===== config.mk =====
export PLATFORM = sky130hd
export DESIGN_NAME = biquad_notch_filter_q30
export DESIGN_NICKNAME = d
export VERILOG_FILES = /design/src/hdl/bnf_pkg.sv /design/src/hdl/biquad_notch_filter_q30.sv /design/src/hdl/bnf_ctrl.sv /design/src/hdl/bnf_dp.sv
export SDC_FILE = /design/constraint.sdc
export NUM_CORES = 2
export LEC_CHECK = 0
export ABC_AREA = 1
export BUFFER_PORTS_ARGS = -buffer_cell sky130_fd_sc_hd__buf_4
export CORE_ASPECT_RATIO = 0.8
export CORE_UTILIZATION = 40
export CTS_CLUSTER_SIZE = 24
export DETAILED_ROUTE_END_ITERATION = 12
export PLACE_DENSITY = 0.58
export SYNTH_ARGS = -nofsm -noshare
export SYNTH_HDL_FRONTEND = slang
export SYNTH_SLANG_ARGS = --single-unit

===== constraint.sdc =====
create_clock -name clk -period 8.15 [get_ports clk]
set_input_delay 1.2225 -clock clk [delete_from_list [all_inputs] [get_ports clk]]
set_output_delay 1.2225 -clock clk [all_outputs]
set_load 0.02 [all_outputs]

===== src/hdl/bnf_pkg.sv =====
// ---------------------------------------------------------------------------
// bnf_pkg
// shared constants, codes and command types of the biquad notch filter
// ---------------------------------------------------------------------------
package bnf_pkg;

  // fixed-point format
  localparam int unsigned COEF_FRAC_BITS = 30;
  localparam int unsigned SAMPLE_W       = 32;
  localparam int unsigned COEF_W         = 32;
  localparam int unsigned ACC_W          = 64;
  localparam int unsigned CFG_IDX_W      = 3;

  // coefficient register indexes
  localparam logic [CFG_IDX_W-1:0] CFG_B0 = 3'd0;
  localparam logic [CFG_IDX_W-1:0] CFG_B1 = 3'd1;
  localparam logic [CFG_IDX_W-1:0] CFG_B2 = 3'd2;
  localparam logic [CFG_IDX_W-1:0] CFG_A1 = 3'd3;
  localparam logic [CFG_IDX_W-1:0] CFG_A2 = 3'd4;

  // coefficient reset values (default notch)
  localparam logic signed [COEF_W-1:0] RST_B0 = 32'sd1068240085;
  localparam logic signed [COEF_W-1:0] RST_B1 = -32'sd2031913388;
  localparam logic signed [COEF_W-1:0] RST_B2 = 32'sd1068240085;
  localparam logic signed [COEF_W-1:0] RST_A1 = -32'sd2031913388;
  localparam logic signed [COEF_W-1:0] RST_A2 = 32'sd1062738346;

  // operand pairs of the shared multiplier
  typedef enum logic [2:0] {
    MUL_B0_IN,
    MUL_B1_X,
    MUL_A1_Y,
    MUL_B2_X,
    MUL_A2_Y
  } mul_sel_t;

  // controller states
  typedef enum logic [2:0] {
    ST_IDLE,
    ST_MB1,
    ST_MA1,
    ST_MB2,
    ST_MA2,
    ST_UPD,
    ST_PUSH
  } state_t;

  // commands from controller to datapath
  typedef struct packed {
    logic     mul_en;
    mul_sel_t mul_sel;
    logic     take;
    logic     ld_y;
    logic     ld_acc_d2;
    logic     ld_d1;
    logic     ld_acc_p;
    logic     ld_d2;
    logic     ld_out;
  } cmd_t;

endpackage


===== src/hdl/biquad_notch_filter_q30.sv =====
// ---------------------------------------------------------------------------
// biquad_notch_filter_q30
// second-order iir section, transposed direct form ii, q30 coefficients
// ---------------------------------------------------------------------------
//  channel   direction  handshake            payload
//  in_       input      in_valid/in_ready    in_sample_in[31:0], in_restart
//  out_      output     out_valid/out_ready  out_sample_out[31:0]
//  cfg_      input      cfg_we               cfg_index[2:0], cfg_data[31:0]
//
//  one item at a time: five products share one registered 32x32
//  multiplier, the first taken in the cycle the item is accepted
//  the result sits in its own register; the next item is taken while it waits,
//  and the sequencer holds before its final step only if the previous result
//  has still not been taken
//  reset (rst_n low, synchronous) loads the default coefficients and clears
//  both delays
// ---------------------------------------------------------------------------
module biquad_notch_filter_q30 (
  input  logic                                clk,
  input  logic                                rst_n,
  input  logic                                cfg_we,
  input  logic [bnf_pkg::CFG_IDX_W-1:0]       cfg_index,
  input  logic [bnf_pkg::COEF_W-1:0]          cfg_data,
  input  logic                                in_valid,
  output logic                                in_ready,
  input  logic signed [bnf_pkg::SAMPLE_W-1:0] in_sample_in,
  input  logic                                in_restart,
  output logic                                out_valid,
  input  logic                                out_ready,
  output logic signed [bnf_pkg::SAMPLE_W-1:0] out_sample_out
);

  bnf_pkg::cmd_t cmd;

  // sequencer
  bnf_ctrl u_ctrl (
    .clk       (clk),
    .rst_n     (rst_n),
    .in_valid  (in_valid),
    .in_ready  (in_ready),
    .out_valid (out_valid),
    .out_ready (out_ready),
    .cmd       (cmd)
  );

  // arithmetic
  bnf_dp u_dp (
    .clk            (clk),
    .rst_n          (rst_n),
    .cfg_we         (cfg_we),
    .cfg_index      (cfg_index),
    .cfg_data       (cfg_data),
    .in_sample_in   (in_sample_in),
    .in_restart     (in_restart),
    .cmd            (cmd),
    .out_sample_out (out_sample_out)
  );

endmodule


===== src/hdl/bnf_ctrl.sv =====
// ---------------------------------------------------------------------------
// bnf_ctrl
// sequencer for one item: five products through the shared multiplier
// ---------------------------------------------------------------------------
module bnf_ctrl (
  input  logic          clk,
  input  logic          rst_n,
  input  logic          in_valid,
  output logic          in_ready,
  output logic          out_valid,
  input  logic          out_ready,
  output bnf_pkg::cmd_t cmd
);

  bnf_pkg::state_t state_r;
  bnf_pkg::state_t state_nxt;
  logic            out_valid_r;
  logic            out_valid_nxt;
  logic            accept;
  logic            slot_free;

  assign in_ready  = (state_r == bnf_pkg::ST_IDLE);
  assign accept    = in_valid && in_ready;
  assign slot_free = !out_valid_r || out_ready;
  assign out_valid = out_valid_r;

  // next state
  always_comb begin
    state_nxt = state_r;
    unique case (state_r)
      bnf_pkg::ST_IDLE: if (accept) state_nxt = bnf_pkg::ST_MB1;
      bnf_pkg::ST_MB1:  state_nxt = bnf_pkg::ST_MA1;
      bnf_pkg::ST_MA1:  state_nxt = bnf_pkg::ST_MB2;
      bnf_pkg::ST_MB2:  state_nxt = bnf_pkg::ST_MA2;
      bnf_pkg::ST_MA2:  state_nxt = bnf_pkg::ST_UPD;
      bnf_pkg::ST_UPD:  state_nxt = slot_free ? bnf_pkg::ST_IDLE : bnf_pkg::ST_PUSH;
      bnf_pkg::ST_PUSH: if (slot_free) state_nxt = bnf_pkg::ST_IDLE;
      default:          state_nxt = bnf_pkg::ST_IDLE;
    endcase
  end

  // datapath commands
  always_comb begin
    cmd         = '0;
    cmd.mul_sel = bnf_pkg::MUL_B0_IN;
    unique case (state_r)
      bnf_pkg::ST_IDLE: begin
        cmd.mul_en = accept;
        cmd.take   = accept;
      end
      bnf_pkg::ST_MB1: begin
        cmd.ld_y    = 1'b1;
        cmd.mul_en  = 1'b1;
        cmd.mul_sel = bnf_pkg::MUL_B1_X;
      end
      bnf_pkg::ST_MA1: begin
        cmd.ld_acc_d2 = 1'b1;
        cmd.mul_en    = 1'b1;
        cmd.mul_sel   = bnf_pkg::MUL_A1_Y;
      end
      bnf_pkg::ST_MB2: begin
        cmd.ld_d1   = 1'b1;
        cmd.mul_en  = 1'b1;
        cmd.mul_sel = bnf_pkg::MUL_B2_X;
      end
      bnf_pkg::ST_MA2: begin
        cmd.ld_acc_p = 1'b1;
        cmd.mul_en   = 1'b1;
        cmd.mul_sel  = bnf_pkg::MUL_A2_Y;
      end
      bnf_pkg::ST_UPD: begin
        cmd.ld_d2  = 1'b1;
        cmd.ld_out = slot_free;
      end
      bnf_pkg::ST_PUSH: begin
        cmd.ld_out = slot_free;
      end
      default: begin
        cmd.mul_en = 1'b0;
      end
    endcase
  end

  // result slot occupancy
  always_comb begin
    out_valid_nxt = out_valid_r;
    if (cmd.ld_out) begin
      out_valid_nxt = 1'b1;
    end else if (out_ready) begin
      out_valid_nxt = 1'b0;
    end
  end

  always_ff @(posedge clk) begin
    if (!rst_n) begin
      state_r     <= bnf_pkg::ST_IDLE;
      out_valid_r <= 1'b0;
    end else begin
      state_r     <= state_nxt;
      out_valid_r <= out_valid_nxt;
    end
  end

endmodule


===== src/hdl/bnf_dp.sv =====
// ---------------------------------------------------------------------------
// bnf_dp
// coefficient registers, shared 32x32 multiplier, accumulator and delays
// ---------------------------------------------------------------------------
module bnf_dp (
  input  logic                                       clk,
  input  logic                                       rst_n,
  input  logic                                       cfg_we,
  input  logic [bnf_pkg::CFG_IDX_W-1:0]              cfg_index,
  input  logic [bnf_pkg::COEF_W-1:0]                 cfg_data,
  input  logic signed [bnf_pkg::SAMPLE_W-1:0]        in_sample_in,
  input  logic                                       in_restart,
  input  bnf_pkg::cmd_t                              cmd,
  output logic signed [bnf_pkg::SAMPLE_W-1:0]        out_sample_out
);

  logic signed [bnf_pkg::COEF_W-1:0]   b0_r, b1_r, b2_r, a1_r, a2_r;
  logic signed [bnf_pkg::SAMPLE_W-1:0] x_r;
  logic signed [bnf_pkg::SAMPLE_W-1:0] y_r;
  logic signed [bnf_pkg::SAMPLE_W-1:0] out_r;
  logic signed [bnf_pkg::ACC_W-1:0]    prod_r;
  logic signed [bnf_pkg::ACC_W-1:0]    acc_r;
  logic signed [bnf_pkg::ACC_W-1:0]    d1_r;
  logic signed [bnf_pkg::ACC_W-1:0]    d2_r;

  logic signed [bnf_pkg::COEF_W-1:0]   mul_a;
  logic signed [bnf_pkg::SAMPLE_W-1:0] mul_b;
  logic signed [bnf_pkg::ACC_W-1:0]    prod_nxt;
  logic signed [bnf_pkg::ACC_W-1:0]    y_acc;
  logic signed [bnf_pkg::ACC_W-1:0]    fb_diff;
  logic signed [bnf_pkg::SAMPLE_W-1:0] y_nxt;

  // coefficient registers
  always_ff @(posedge clk) begin
    if (!rst_n) begin
      b0_r <= bnf_pkg::RST_B0;
      b1_r <= bnf_pkg::RST_B1;
      b2_r <= bnf_pkg::RST_B2;
      a1_r <= bnf_pkg::RST_A1;
      a2_r <= bnf_pkg::RST_A2;
    end else if (cfg_we) begin
      priority case (cfg_index)
        bnf_pkg::CFG_B0: b0_r <= cfg_data;
        bnf_pkg::CFG_B1: b1_r <= cfg_data;
        bnf_pkg::CFG_B2: b2_r <= cfg_data;
        bnf_pkg::CFG_A1: a1_r <= cfg_data;
        bnf_pkg::CFG_A2: a2_r <= cfg_data;
        default: b0_r <= b0_r;
      endcase
    end
  end

  // multiplier operand selection
  always_comb begin
    unique case (cmd.mul_sel)
      bnf_pkg::MUL_B0_IN: begin mul_a = b0_r; mul_b = in_sample_in; end
      bnf_pkg::MUL_B1_X:  begin mul_a = b1_r; mul_b = x_r;          end
      bnf_pkg::MUL_A1_Y:  begin mul_a = a1_r; mul_b = y_r;          end
      bnf_pkg::MUL_B2_X:  begin mul_a = b2_r; mul_b = x_r;          end
      bnf_pkg::MUL_A2_Y:  begin mul_a = a2_r; mul_b = y_r;          end
      default:            begin mul_a = b0_r; mul_b = x_r;          end
    endcase
  end

  // signed product, full 64 bits
  assign prod_nxt = mul_a * mul_b;

  // output accumulator and scaling back to sample format
  assign y_acc   = prod_r + d1_r;
  assign y_nxt   = bnf_pkg::SAMPLE_W'(y_acc >>> bnf_pkg::COEF_FRAC_BITS);
  assign fb_diff = acc_r - prod_r;

  // sample and product registers
  always_ff @(posedge clk) begin
    if (cmd.take)   x_r    <= in_sample_in;
    if (cmd.mul_en) prod_r <= prod_nxt;
    if (cmd.ld_y)   y_r    <= y_nxt;
    if (cmd.ld_out) out_r  <= y_r;
    if (cmd.ld_acc_d2) begin
      acc_r <= prod_r + d2_r;
    end else if (cmd.ld_acc_p) begin
      acc_r <= prod_r;
    end
  end

  // filter delays, cleared on reset or on a restart item
  always_ff @(posedge clk) begin
    if (!rst_n) begin
      d1_r <= '0;
      d2_r <= '0;
    end else begin
      if (cmd.take && in_restart) begin
        d1_r <= '0;
        d2_r <= '0;
      end
      if (cmd.ld_d1) d1_r <= fb_diff;
      if (cmd.ld_d2) d2_r <= fb_diff;
    end
  end

  assign out_sample_out = out_r;

endmodule


# Word-level counts from Yosys, hierarchy flattened
# Cells that the tools add are included.
# Widths: inputs -> output; s select.
[totals]
reg_bits = 514
in_bits = 73
out_inout_bits = 34
[op_classes]
add_sub_neg = 3
multipliers = 1
eq_ne = 16
mux = 22
n_reduce_logical = 20
[op_table]
columns = ["cell", "n"]
rows = [
  ["$mux 64", 4],
  ["$pmux 32 s4", 1],
  ["$add 64x64->64", 1],
  ["$mul 32x32->64", 1],
  ["$pmux 32 s2", 1],
  ["$sub 64x64->64", 1],
  ["$add 62x62->62", 1],
  ["$mux 62", 1],
  ["$pmux 3 s7", 1],
  ["$eq 3x2->1 const B", 6],
  ["$eq 3x3->1 const B", 5],
  ["$pmux 3 s4", 1],
  ["$reduce_and 2->1", 6],
  ["$eq 3x1->1 const B", 3],
  ["$logic_not 3->1", 3],
  ["$mux 1", 9],
  ["$mux 3", 3],
  ["$reduce_bool 2->1", 4],
  ["$reduce_or 2->1", 2],
  ["$reduce_or 4->1", 1],
  ["$logic_and 1x1->1", 2],
  ["$ne 2x1->1 const B", 1],
  ["$ne 2x2->1 const B", 1],
  ["$pmux 1 s2", 1],
  ["2 further kinds", 2],
]

# Depth between registers and ports, before layout
[logic_depth]
word_depth = 6
ltp_mapped = 42

# By module
# Synthesis repeated with hierarchy kept, for this count alone.
[unflattened]
hier_cells = 8898
area_unflattened_um2 = 68479.4
[modules_own_cells]
columns = ["mod", "instances", "cells_each", "area_per_inst_um2", "seq_area_each_um2"]
rows = [
  ["bnf_dp", 1, 8847, 68199.2, 12291.8],
  ["bnf_ctrl", 1, 51, 280.3, 80.1],
]

# Least setup slack after synthesis
# OpenSTA, ideal clock, no wires.
[synth_path]
kind = "input -> register"
start = "in in_sample_in[10] (netlist name)"
end = "reg u_dp.prod_r[61] (netlist name), data pin"
arrival_time_ns = 8.107
t_required_ns = 7.898
setup_slack_ns = -0.209
cell_stages = 30
path_cell_list = "o21a_1 -> buf_2 -> inv_1 -> buf_2 -> nor2_1 -> fa_1 -> inv_1 -> fa_1 -> inv_1 -> fa_1 -> inv_1 -> fa_1 -> fa_1 -> fa_1 -> fa_1 -> fa_1 -> inv_1 -> ha_1 -> nand2_1 -> nor2_1 -> inv_1 -> nor2_1 -> inv_1 -> nor2_1 -> nor2_1 -> and2_1 -> nand2_1 -> inv_1 -> nand2_1 -> nand2_1"
[synth_via]
elab_chain_cells = 2
[synth_rtl]
columns = ["element", "line", "text"]
rows = [
  ["start: declaration", "biquad_notch_filter_q30.sv:26", "input logic signed [bnf_pkg::SAMPLE_W-1:0] in_sample_in,"],
  ["$pmux 32 s2", "bnf_dp.sv:55", "unique case (cmd.mul_sel)"],
  ["$mul 32x32->64", "bnf_dp.sv:66", "assign prod_nxt = mul_a * mul_b;"],
  ["via u_dp.prod_nxt, one bit", "bnf_dp.sv:28", "logic signed [bnf_pkg::ACC_W-1:0] prod_nxt;"],
  ["end signal: assignment", "bnf_dp.sv:76", "if (cmd.mul_en) prod_r <= prod_nxt;"],
  ["end: declaration", "bnf_dp.sv:21", "logic signed [bnf_pkg::ACC_W-1:0] prod_r;"],
]
# The timed path passes the listed nets, and every way through them passes these cells.
# A chain may end at the register's enable or synchronous reset.

# Final worst setup path
[layout_path]
start = "reg u_ctrl.state_r[0]"
end = "reg u_dp.prod_r[57] (netlist name), data pin"
[layout_via]
elab_chain_cells = 6
word_cells_on_any_way = 14
cone_classes = "1 x mul; 8 x eq/ne; 3 x mux; 2 x reduce/logical"
[layout_rtl]
columns = ["element", "line", "text"]
rows = [
  ["start: declaration", "bnf_ctrl.sv:15", "bnf_pkg::state_t state_r;"],
  ["start signal: assignment", "bnf_ctrl.sv:96", "state_r <= bnf_pkg::ST_IDLE;"],
  ["start signal: assignment", "bnf_ctrl.sv:99", "state_r <= state_nxt;"],
  ["$eq 3x3->1 (tied with other cells)", "bnf_ctrl.sv:46", "unique case (state_r)"],
  ["$pmux 3 s4 (*)", "bnf_ctrl.sv:46", ""],
  ["$eq 3x2->1 or $eq 3x3->1 (tied branches)", "bnf_dp.sv:55", ""],
  ["$reduce_or 2->1 (no source line)", "--", ""],
  ["$pmux 32 s2", "bnf_dp.sv:55", ""],
  ["$mul 32x32->64 (*)", "bnf_dp.sv:66", ""],
  ["via u_dp.prod_nxt, one bit", "bnf_dp.sv:28", ""],
]
# The timed path passes the listed nets; every way through them passes the cells marked *.

==> impl_results.md <==
* Run status: finished, violations left
* Violated checks: negative setup slack
* Ratio of final minimum period to clock period at 1.02
* Overall Global Routing Usage at 0.387
* Clock tree sinks at 508
* Post-synthesis share of cell area spent on and, or, nand and nor gates at 0.237
* Number of warning messages in the yosys log at 0
* # hold bufs at CTS at 0
* Half-perimeter wire length after detailed placement at roughly 290000 um
* Startpoint class of the critical path: register
* Avg Inst Size Synth at between 7 and 8 sq um
* Adder and majority cell fraction of the synthesized area at 0.371
* Count of input and output buffers at 106
* Max-cap violations at 0
* Count of different cell masters after synthesis at 58
* CTS HTree Levels at 3
* Reg2reg path depth at 37
* Worst r2r src: u_ctrl.state_r[0]
* Register-to-Register Setup Slack at -0.17 ns
* Top fanout value on the critical path at 9
* CTS tree: done
* Total negative slack at -2.45 ns
* Clock-pin transition on the worst setup and hold timing paths at 0.07 ns
* Measured slew at the worst slew-check pin at ~1.2 ns
* Hold violation total from the final report at 0
* RSZ-0062 raised after global routing: true
* Endpoint of the lowest-slack register-to-register path: u_dp.prod_r[57]
* Fraction of synthesized cell area taken by the top area cell type at 0.306
* Count of pins on the block boundary at roughly 110
* Worst-case clock buffer depth at 3
* Worst Clk Skew at approximately 0.03 ns
* Leading area contributor after synthesis: sky130_fd_sc_hd__fa_1
* Multiplexer share of the synthesized area at 0
* Weighted congestion at the end of routability-driven global placement at around 1.1
* Detailed router's first-iteration violation count at approximately 7800
* Average vias per placed instance at approximately 5.4
* Fraction of the mapped netlist area in compound gates at 0.0828
* Area Growth Syn to Fin at 24.4%
* Tightest hold margin at around 0.45 ns
* Leading cell types by count after synthesis: sky130_fd_sc_hd__nand2_1 (2282), sky130_fd_sc_hd__inv_1 (1782), sky130_fd_sc_hd__nor2_1 (1172)
* Site row count at roughly 140
* Total wirelength of the detailed-routed design at between 300000 and 400000 um
* Area of the core at 0.172 sq mm
* Effective utilization at floorplan at 0.404
* Maximum achievable frequency at about 0.12 GHz
* Post-Synthesis Cells at ~9300
* Pins Over Slew Limit at 0
* Number of DRC violations after detailed routing at 0
* Cell type with the highest occurrence count on the critical path: sky130_fd_sc_hd__fa_1
* Xor and xnor fraction of the mapped netlist area at 0.0136
* Cell with the largest stage delay on the worst path: sky130_fd_sc_hd__fa_2
* Worst min-delay path class: register to register
* Largest stage delay on the critical path at 0.60 ns
* Final setup vio count at 29
* Count of vias placed by the detailed router at 67916
* Category of the critical setup timing path: register to register
* Post-synth EDFFs at 220
* Vias in the first global route at approximately 66000
* Fin worst setup slack at -0.167 ns
* Async set-reset flop share out of synthesis at 0
* Initial antenna violation count at 27
* Post-synthesis cell area at ~0.070 sq mm
* Signal arrival time at the worst endpoint at about 9 ns
* Wire per inst at ~27 um
* Total grt overflow at 0
* Synth top area cells: sky130_fd_sc_hd__fa_1 (31%), sky130_fd_sc_hd__nand2_1 (12%), sky130_fd_sc_hd__inv_1 (9.6%)
* Predominant post-synthesis flop cell: sky130_fd_sc_hd__dfxtp_1
* Count of fill cells added during filler insertion at 17094
* Most numerous cell in the Yosys netlist: sky130_fd_sc_hd__nand2_1
* Largest family of logic cells by synthesized area: adder cells
* Root buffer selected by CTS: sky130_fd_sc_hd__clkbuf_16
* Number of nets in the final layout at about 12000
* Proportion of layout cells with a drive suffix above 1 at 0.176
* Wire length of the first global-routing pass at around 480000 um
* Critical Path Sink Type: register
* ANT nets after route at 0
* X dimension of the die at 469 um
* Number of detailed-routing iterations run before antenna repair at 7
* Minimum clock period after layout at roughly 8.3 ns
* Largest net degree at the start of global routing at 79
* Clock latency at the later pin of the worst-skew pair at ~0.7 ns
* Clock buffers created by TritonCTS at 66
* CP Data Required Time at 8.59 ns
* Worst hold path stage count at 0
* Max_slew headroom at 0.233
* Post-synthesis sequential area ratio at 0.178
* Synthesized Nets at about 11000
* Total die area at 0.176 sq mm
* Critical hold path startpoint: u_dp.y_r[3]
* Die boundary height at 375 um
* Hold Crit Endpoint: u_dp.out_sample_out[3]
* Number of synthesized register bits at between 500 and 600
## critical path, delay by kind of cell (launching register included)
kind | cells | cell delay (ns)
AO/OA/AOI/OAI | 8 | 1.04
buffers and inverters | 13 | 1.66
adder cells (fa/ha/maj) | 9 | 4.37
AND/OR/NAND/NOR | 7 | 0.60
flip-flops | 1 | 0.36
## repair_timing
item | 4_1_cts | 5_1_grt
cloned | 6 | 2
endpoints found under the setup margin | 48 | 48
gates resized for setup | 487 | 379
hold endpoints to repair | 0 | 0
buffers inserted | 80 | 53
pin swaps | 98 | 136
## how the worst max path moves through the flow
stage / start / endpoint / slack (ns) / cells after the start
3_5_place_dp: in_sample_in[8] / u_dp.prod_r[41] / -0.83 / 30
5_1_grt: u_ctrl.state_r[0] / u_dp.prod_r[49] / -0.41 / 39
3_3_place_gp: in_sample_in[8] / u_dp.prod_r[59] / -0.89 / 32
2_1_floorplan: in_sample_in[10] / u_dp.prod_r[61] / -0.003 / 30
4_1_cts: u_ctrl.state_r[0] / u_dp.prod_r[61] / -0.14 / 34
6_report: u_ctrl.state_r[0] / u_dp.prod_r[57] / -0.17 / 37
## stage by stage
stage          instance area (sq um)  setup slack, ns  instances  utilization
5_1_grt                        86600           -0.408      12473        0.503
3_3_place_gp                   79700           -0.894      12212        0.463
2_1_floorplan                  69700         -0.00328       9270            -
3_5_place_dp                   79700           -0.832      12212        0.463
6_report                       86700           -0.167      12485        0.503
4_1_cts                        84800           -0.139      12419        0.492
## sequential cells by signal, summed over array words and instances (netlist names), 62 cells and up
register / cells
u_dp.d1_r: 62
u_dp.acc_r: 62
u_dp.prod_r: 62
u_dp.d2_r: 62
## layout by cell type, fill, tap and decap left out, types with 36 or more instances in the layout
master,instances
sky130_fd_sc_hd__nand3_1,435
sky130_fd_sc_hd__fa_2,59
sky130_fd_sc_hd__buf_12,146
sky130_fd_sc_hd__o21ai_0,253
sky130_fd_sc_hd__xor2_1,72
sky130_fd_sc_hd__nor2_2,55
sky130_fd_sc_hd__nand4_1,70
sky130_fd_sc_hd__ha_1,316
sky130_fd_sc_hd__nor2_1,1069
sky130_fd_sc_hd__o21bai_1,43
sky130_fd_sc_hd__a21oi_1,409
sky130_fd_sc_hd__nand2_1,2219
sky130_fd_sc_hd__ha_4,46
sky130_fd_sc_hd__a21oi_2,45
sky130_fd_sc_hd__fa_1,1005
sky130_fd_sc_hd__buf_4,846
sky130_fd_sc_hd__inv_2,81
sky130_fd_sc_hd__clkbuf_16,70
sky130_fd_sc_hd__buf_6,71
sky130_fd_sc_hd__nor2_4,51
sky130_fd_sc_hd__nor3_1,36
sky130_fd_sc_hd__edfxtp_1,220
sky130_fd_sc_hd__nand2_2,40
sky130_fd_sc_hd__dfxtp_1,285
sky130_fd_sc_hd__inv_1,1715
## logic make-up (layout without fill, tap and decap cells)
logic type,count (synthesis),count (layout)
AOI/OAI and AO/OA,1009,1009
DFF,508,508
and+or+nand+nor,4107,4107
other,0,13
buffers and inverters,2111,3036
adders and majority gates,1427,1427
xor gates and xnor gates,108,108
## routing by layer
metal | share of wire | track usage | vias to the layer above
li1 | - | - | 30157
met1 | 0.46 | 0.590 | 33864
met2 | 0.37 | 0.499 | 3510
met3 | 0.14 | 0.143 | 367
met4 | 0.028 | 0.100 | 18
met5 | 0.00046 | 0 | -
## layout make-up
| class | instances | area [sq um] | area share |
|---|---|---|---|
| multi-input combinational | 6651 | 51700 | 0.597 |
| sequential | 508 | 12400 | 0.143 |
| timing repair buffer | 1083 | 10500 | 0.121 |
| inverter | 1831 | 7010 | 0.0809 |
| tap | 2277 | 2850 | 0.0329 |
| clock buffer | 88 | 1850 | 0.0213 |
| clock inverter | 34 | 375 | 0.00433 |
| antenna | 13 | 32.5 | 0.000375 |
Power is left out: the tool's default activity adds up to more than one toggle a clock period on the data nets, which glitch-free logic cannot reach.
